File: config.mk
export PLATFORM = sky130hd
export DESIGN_NAME = nwp_ctrl
export DESIGN_NICKNAME = d
export VERILOG_FILES = /design/src/rtl/core/nwp_pkg.sv /design/src/rtl/core/nwp_ctrl.sv
export SDC_FILE = /design/constraint.sdc
export NUM_CORES = 1
export LEC_CHECK = 0
export BUFFER_PORTS_ARGS = -buffer_cell sky130_fd_sc_hd__buf_2
export CAP_MARGIN = 20
export CORE_MARGIN = 2
export CORE_UTILIZATION = 53
export CTS_CLUSTER_DIAMETER = 150
export CTS_CLUSTER_SIZE = 14
export DETAILED_ROUTE_END_ITERATION = 8
export PLACE_DENSITY = 0.79
export SLEW_MARGIN = 20
export SYNTH_ARGS = -nofsm -noshare
export SYNTH_HDL_FRONTEND = slang
export SYNTH_SLANG_ARGS = --single-unit
File: constraint.sdc
create_clock -name clk -period 2.34 [get_ports clk]
set_input_delay 0.468 -clock clk [delete_from_list [all_inputs] [get_ports clk]]
set_output_delay 0.468 -clock clk [all_outputs]
set_load 0.01 [all_outputs]
File: src/rtl/core/nwp_pkg.sv
// nwp_pkg: shared types, constants and saturation helper for the Numerov
// wave propagator. No dependencies; used by nwp_ctrl, nwp_datapath and the top.
package nwp_pkg;

	localparam int VALUE_WIDTH_DEF = 48;
	localparam int STEP_W          = 25;
	localparam int FRAC_BITS       = 24;
	localparam int DIV_CYCLES      = 64;
	localparam int CNT_W           = $clog2(DIV_CYCLES);

	// Constants of the recurrence in Q24.24 held in 64 bits
	localparam logic [63:0] C12_Q = 64'(12) << FRAC_BITS;
	localparam logic [63:0] C24_Q = 64'(24) << FRAC_BITS;
	localparam logic [63:0] ONE_Q = 64'(1) << FRAC_BITS;

	// Configuration register indexes
	localparam logic [1:0] CFG_ENERGY = 2'd0;
	localparam logic [1:0] CFG_STEP   = 2'd1;
	localparam logic [1:0] CFG_START0 = 2'd2;
	localparam logic [1:0] CFG_START1 = 2'd3;

	// Multiplier operations, issued in this order
	localparam logic [2:0] OP_E  = 3'd0;  // energy times step, flag only
	localparam logic [2:0] OP_DN = 3'd1;  // g at this point
	localparam logic [2:0] OP_D1 = 3'd2;  // g one point back
	localparam logic [2:0] OP_D2 = 3'd3;  // g two points back
	localparam logic [2:0] OP_Y1 = 3'd4;  // y1 times first coefficient
	localparam logic [2:0] OP_Y2 = 3'd5;  // y2 times second coefficient

	typedef struct packed {
		logic       load;
		logic       diff;
		logic       mul_load;
		logic       mul_step;
		logic       mul_store;
		logic       coef;
		logic       div_load;
		logic       div_step;
		logic       finish;
		logic [2:0] mul_sel;
		logic [1:0] mul_part;
	} cmd_t;

	typedef struct packed {
		logic start_pt;
	} stat_t;

	typedef struct packed {
		logic        ovf;
		logic [63:0] val;
	} s64_t;

	// Clip a signed 128-bit value to signed 64 bits
	function automatic s64_t sat64(input logic [127:0] v);
		s64_t r;
		if (v[127:63] == '0 || v[127:63] == '1) begin
			r.ovf = 1'b0;
			r.val = v[63:0];
		end else begin
			r.ovf = 1'b1;
			r.val = v[127] ? {1'b1, 63'b0} : {1'b0, {63{1'b1}}};
		end
		return r;
	endfunction

endpackage

File: src/rtl/core/nwp_ctrl.sv
// nwp_ctrl: sequencer for the Numerov wave propagator.
// Issues cmd_t to nwp_datapath and owns the handshake control; uses nwp_pkg.
module nwp_ctrl import nwp_pkg::*; (
	input  logic  clk,
	input  logic  arst_n,
	input  logic  in_valid,
	output logic  in_stall,
	output logic  out_valid,
	input  logic  out_stall,
	input  stat_t stat,
	output cmd_t  cmd
);

	localparam logic [3:0] ST_IDLE   = 4'd0;
	localparam logic [3:0] ST_DIFF   = 4'd1;
	localparam logic [3:0] ST_MLOAD  = 4'd2;
	localparam logic [3:0] ST_MSTEP  = 4'd3;
	localparam logic [3:0] ST_MSTORE = 4'd4;
	localparam logic [3:0] ST_COEF   = 4'd5;
	localparam logic [3:0] ST_DLOAD  = 4'd6;
	localparam logic [3:0] ST_DSTEP  = 4'd7;
	localparam logic [3:0] ST_DONE   = 4'd8;

	logic [3:0]       state_q, state_d;
	logic [2:0]       op_q, op_d;
	logic [CNT_W-1:0] cnt_q, cnt_d;
	logic             out_valid_q;

	// Next state and commands
	always_comb begin
		state_d = state_q;
		op_d    = op_q;
		cnt_d   = cnt_q;
		cmd     = '0;
		cmd.mul_sel  = op_q;
		cmd.mul_part = cnt_q[1:0];
		unique case (state_q)
			ST_IDLE: begin
				if (in_valid) begin
					cmd.load = 1'b1;
					state_d  = ST_DIFF;
				end
			end
			ST_DIFF: begin
				if (stat.start_pt) begin
					state_d = ST_DONE;
				end else begin
					cmd.diff = 1'b1;
					op_d     = OP_E;
					state_d  = ST_MLOAD;
				end
			end
			ST_MLOAD: begin
				cmd.mul_load = 1'b1;
				cnt_d        = '0;
				state_d      = ST_MSTEP;
			end
			ST_MSTEP: begin
				cmd.mul_step = 1'b1;
				cnt_d        = cnt_q + 1'b1;
				if (cnt_q[1:0] == 2'd3) state_d = ST_MSTORE;
			end
			ST_MSTORE: begin
				cmd.mul_store = 1'b1;
				op_d          = op_q + 1'b1;
				if (op_q == OP_D2) state_d = ST_COEF;
				else if (op_q == OP_Y2) state_d = ST_DLOAD;
				else state_d = ST_MLOAD;
			end
			ST_COEF: begin
				cmd.coef = 1'b1;
				state_d  = ST_MLOAD;
			end
			ST_DLOAD: begin
				cmd.div_load = 1'b1;
				cnt_d        = '0;
				state_d      = ST_DSTEP;
			end
			ST_DSTEP: begin
				cmd.div_step = 1'b1;
				cnt_d        = cnt_q + 1'b1;
				if (cnt_q == CNT_W'(DIV_CYCLES - 1)) state_d = ST_DONE;
			end
			ST_DONE: begin
				if (!(out_valid_q && out_stall)) begin
					cmd.finish = 1'b1;
					state_d    = ST_IDLE;
				end
			end
			default: state_d = ST_IDLE;
		endcase
	end

	// Advance state; hold the output word until taken
	always_ff @(posedge clk or negedge arst_n) begin
		if (!arst_n) begin
			state_q     <= ST_IDLE;
			op_q        <= OP_E;
			cnt_q       <= '0;
			out_valid_q <= 1'b0;
		end else begin
			state_q <= state_d;
			op_q    <= op_d;
			cnt_q   <= cnt_d;
			if (cmd.finish) out_valid_q <= 1'b1;
			else if (!out_stall) out_valid_q <= 1'b0;
		end
	end

	assign in_stall  = (state_q != ST_IDLE);
	assign out_valid = out_valid_q;

	a_finish_free: assert property (@(posedge clk) disable iff (!arst_n)
		cmd.finish |-> !(out_valid_q && out_stall))
		else $error("result written over a waiting word");
	a_load_diff: assert property (@(posedge clk) disable iff (!arst_n)
		cmd.load |=> state_q == ST_DIFF)
		else $error("accepted word not processed");
	a_valid_rise: assert property (@(posedge clk) disable iff (!arst_n)
		$rose(out_valid_q) |-> $past(cmd.finish))
		else $error("output valid without a finished word");
	a_mul_order: assert property (@(posedge clk) disable iff (!arst_n)
		cmd.div_load |-> $past(cmd.mul_store) && $past(op_q) == OP_Y2)
		else $error("divide started before products were done");

endmodule

# Word level (Yosys, flattened, before mapping)
# Cells that the tools add are included.
[totals]
regBits = 14
inputBits = 5
out_inout_bits = 16
[op_classes]
add_sub_neg = 2
n_eq_ne = 18
n_mux = 25
n_reduce_logical = 9
[ops]
columns = ["op", "count"]
rows = [
  ["4-bit case mux with 9 select lines", 1],
  ["4-bit 2-to-1 mux", 6],
  ["4-bit by 3-bit == test with 1-bit output (second input constant)", 4],
  ["1-bit 2-to-1 mux", 14],
  ["6-bit case mux with 2 select lines", 1],
  ["2-bit != test (second input constant)", 5],
  ["4-bit by 2-bit == test with 1-bit output (second input constant)", 2],
  ["6-bit by 1-bit adder with 6-bit output (second input constant)", 1],
  ["6-bit == test (second input constant)", 1],
  ["3-bit 2-to-1 mux", 2],
  ["3-bit case mux with 2 select lines", 1],
  ["4-bit by 1-bit == test with 1-bit output (second input constant)", 1],
  ["4-bit == test (second input constant)", 1],
  ["4-bit logical NOT", 1],
  ["4-bit AND reduction", 1],
  ["2-bit nonzero test", 2],
  ["4-bit nonzero test", 1],
  ["2-bit OR reduction", 2],
  ["3-bit by 1-bit adder with 3-bit output (second input constant)", 1],
  ["3-bit by 2-bit == test with 1-bit output (second input constant)", 1],
  ["3-bit == test (second input constant)", 1],
  ["2-bit == test (second input constant)", 1],
  ["2-bit by 1-bit != test with 1-bit output (second input constant)", 1],
  ["2-bit AND reduction", 1],
  ["1-bit logical AND", 1],
]

# Depth between registers and ports, before layout
[logic_depth]
ltp_word = 4
depth_mapped = 6
ltp_nobuf = 6

# Worst setup path after synthesis
# Ideal clock, no wire load.
[synth_timing]
path_kind = "flip-flop to output port"
startpoint = "register state_q[0]"
endpoint = "output port cmd[5] in the netlist's numbering"
arrival_ns = 1.273
path_slack_ns = 0.599
stages_incl_launch_ff = 4
path_buffers = 1
path_cell_list = "dfrtp_1 > buf_6 > or4b_1 > a21oi_1"
[synth_lines]
columns = ["element", "line", "source"]
rows = [
  ["start: declaration", "nwp_ctrl.sv:24", "logic [3:0] state_q, state_d;"],
  ["start signal: assignment", "nwp_ctrl.sv:102", "state_q <= state_d;"],
  ["end: declaration", "nwp_ctrl.sv:11", "output cmd_t cmd"],
]

==> run metrics <==
run status=completed; vias in the first global route=679; Clk Latency, worst-skew pair=0.27 ns; syn_area_per_cell=8.568 µm²; GRT Util Overall=20.05%; area fraction in compound gates after synthesis=16.13%; crit end category=primary output; worst hold path type=in2async; Tot Pwr=1.196 mW; share of cells above drive strength 1=23.14%; grt ovf=0; Die X-Extent=45.20 µm; largest family of logic cells by synthesized area=simple AND/OR/NAND/NOR gates; Total Wirelength=1732 µm; area growth from synthesis to layout=10.99%; register area share after synthesis=38.94%; clk slew on worst S/H paths=0.08 ns; Root Driver=clkbuf_4; crit-path leading delay family=simple AND/OR/NAND/NOR gates; Detail Placement HPWL=1258 µm; post_cts resized=0; # Post-CTS Setup Buffers=0; Routed Antenna Nets=0; RD Place Congestion=0.8232; Pre-antenna DRT Iters=4; Die ar.=2043 µm²; slowest CP cell=or4b_1; CP Class=reg2out; f_max=458.5 MHz; MaxCap Viol Count=0; # hold bufs at CTS=0; largest cells by area after synthesis=dfrtp_1 (39%), o21ai_0 (7.8%), nand2_1 (6.3%); Tcrit/Tclk final=93.21%; Met1 Wirelength=777 µm; drt drc=0; Final #Nets=132; Peak VDD IR=0.0008423 V; Synth Area in XOR/XNOR=0.9736%; CTS sink count=14; crit path time final=2.181 ns; post-synthesis cell area=899.6 µm²; metal3 WL=100 µm; Synth Area in Simple Gates=26.70%; Bufs on Longest Clock Path=2; post-synthesis mux area share=3.477%; highest metal used=met4; starting density of the core=58.36%; Syn Nets=114; Placeable Area=1541 µm²; yosys warns=0; row cnt=14; Ports=21; H-tree depth=1; unrepaired setup endpoints after global routing=false; Startpoint Class=flip-flop; Layout Utilization=64.77%; max incr delay on CP=0.65 ns; worst path cell trace=or4b_1, a21oi_1, buf_2; Setup TNS=0 ns; Final setup viols=0; worst-path fanout max=14; Vias=783; first-pass GRT wire length=2884 µm; worst path arrival time=1.71 ns; Leak=0.4887 nW; Synth area leader=dfrtp_1; Cells after Synth=105; Final Max Slew Viols=0; per-cell routed wire length=12.64 µm; worst path required time=1.87 ns; initial antenna violation count=0; Synth top area share=38.94%; Buf/Inv on CP=1; skew final=0.001154 ns; Iteration-0 DRC Markers=19; Fill cells=143; Power Density=1198 nW/µm²; CTS Buf Count=3; CTS tree=yes; largest net degree at the start of global routing=16; #FFs+latches synth=14; routed wl met2=830 µm; adder-cell share of the synthesized area=5.563%; Hold Vio Cnt, Final=0; Slew @ Worst Pin=0.4575 ns; die height=45.20 µm; IO buf count=20; Via-to-Cell Ratio=5.715; n_diodes=0; worst rel slew slack=69.18%; synth unique cells=33
[cell type report]
class	instances	area [µm²]	area share [%]
Sequential cell	14	350.3	35.09
Timing Repair Buffer	21	107.6	10.78
Multi-Input combinational cell	77	475.5	47.62
Clock buffer	3	22.52	2.256
Tap cell	16	20.02	2.005
Inverter	6	22.52	2.256
[report_power, final]
part,switching [mW],internal (mW)
sequential,0.132,0.320
clock,0.0704,0.0596
combinational,0.335,0.279
[sequential cells by signal, indices dropped and copies added, names as in the netlist]
| signal | count |
|---|---|
| cnt_q | 6 |
| op_q | 3 |
| out_valid | 1 |
| state_q | 4 |
[Yosys cell counts]
| cell type | number |
|---|---|
| nand2_1 | 15 |
| dfrtp_1 | 14 |
| o21ai_0 | 14 |
| inv_1 | 6 |
| nand2b_1 | 6 |
| nor2_1 | 5 |
| nor3_1 | 5 |
| a21oi_1 | 4 |
| ha_1 | 4 |
| buf_4 | 3 |
| buf_2 | 2 |
| clkbuf_1 | 2 |
| mux2i_1 | 2 |
| nand3_1 | 2 |
| nor2b_1 | 2 |
| nor4_1 | 2 |
| a221oi_1 | 1 |
| a22o_1 | 1 |
| a22oi_1 | 1 |
| and4b_1 | 1 |
| buf_6 | 1 |
| mux2_2 | 1 |
| nand3b_1 | 1 |
| nand4b_1 | 1 |
| nor3b_1 | 1 |
| o21a_1 | 1 |
| o22ai_2 | 1 |
| o32a_1 | 1 |
| or2_2 | 1 |
| or3_1 | 1 |
| or4_4 | 1 |
| or4b_1 | 1 |
| xor2_1 | 1 |
[stage by stage]
| stage | hold slack (ns) | cells | cell area, µm² | worst slack [ns] |
|---|---|---|---|---|
| after floorplan | 0.1724 | 105 | 899.6 | 0.5992 |
| after global placement | 0.3803 | 134 | 975.9 | 0.5001 |
| after detailed placement | 0.3780 | 134 | 975.9 | 0.4714 |
| after CTS | 0.07998 | 137 | 998.5 | 0.1601 |
| after global routing | 0.09676 | 137 | 998.5 | 0.04646 |
| final | 0.07676 | 137 | 998.5 | 0.1589 |
[cells by family (layout without fill, tap and decap cells)]
group / after synthesis / after routing
AND/OR/NAND/NOR: 45 / 45
AO/OA/AOI/OAI: 24 / 24
flip-flops: 14 / 14
buffers and inverters: 14 / 30
adder cells (fa/ha/maj): 4 / 4
multiplexers: 3 / 3
XOR/XNOR: 1 / 1
[cells in the final DEF (no fill, tap or decap), drive strengths merged, types with 4 or more instances in the layout]
| cell type | count |
|---|---|
| nand2 | 15 |
| nor2 | 5 |
| a21oi | 4 |
| dfrtp | 14 |
| inv | 6 |
| buf | 21 |
| nand2b | 6 |
| ha | 4 |
| nor3 | 5 |
| o21ai | 14 |
[final timing paths]
path                            start         end  slack [ns]  cells past startpoint
setup / recovery           state_q[1]      cmd[5]        0.16                      3
hold / removal                 arst_n     op_q[2]        0.08                      1
setup reg to reg             cnt_q[1]  state_q[1]        0.54                      5
hold reg to reg              cnt_q[5]    cnt_q[5]        0.54                      2
max in group asynchronous      arst_n    cnt_q[5]        2.03                      1
min in group clk            out_stall   out_valid        0.46                      3
[routing by layer]
layer	up-vias	global-route usage, %
met5	-	0
met4	0	6.471
met3	4	6.800
met2	23	33.43
met1	362	24.23
li1	394	-
No activity file was read; power rests on OpenSTA's default activity.
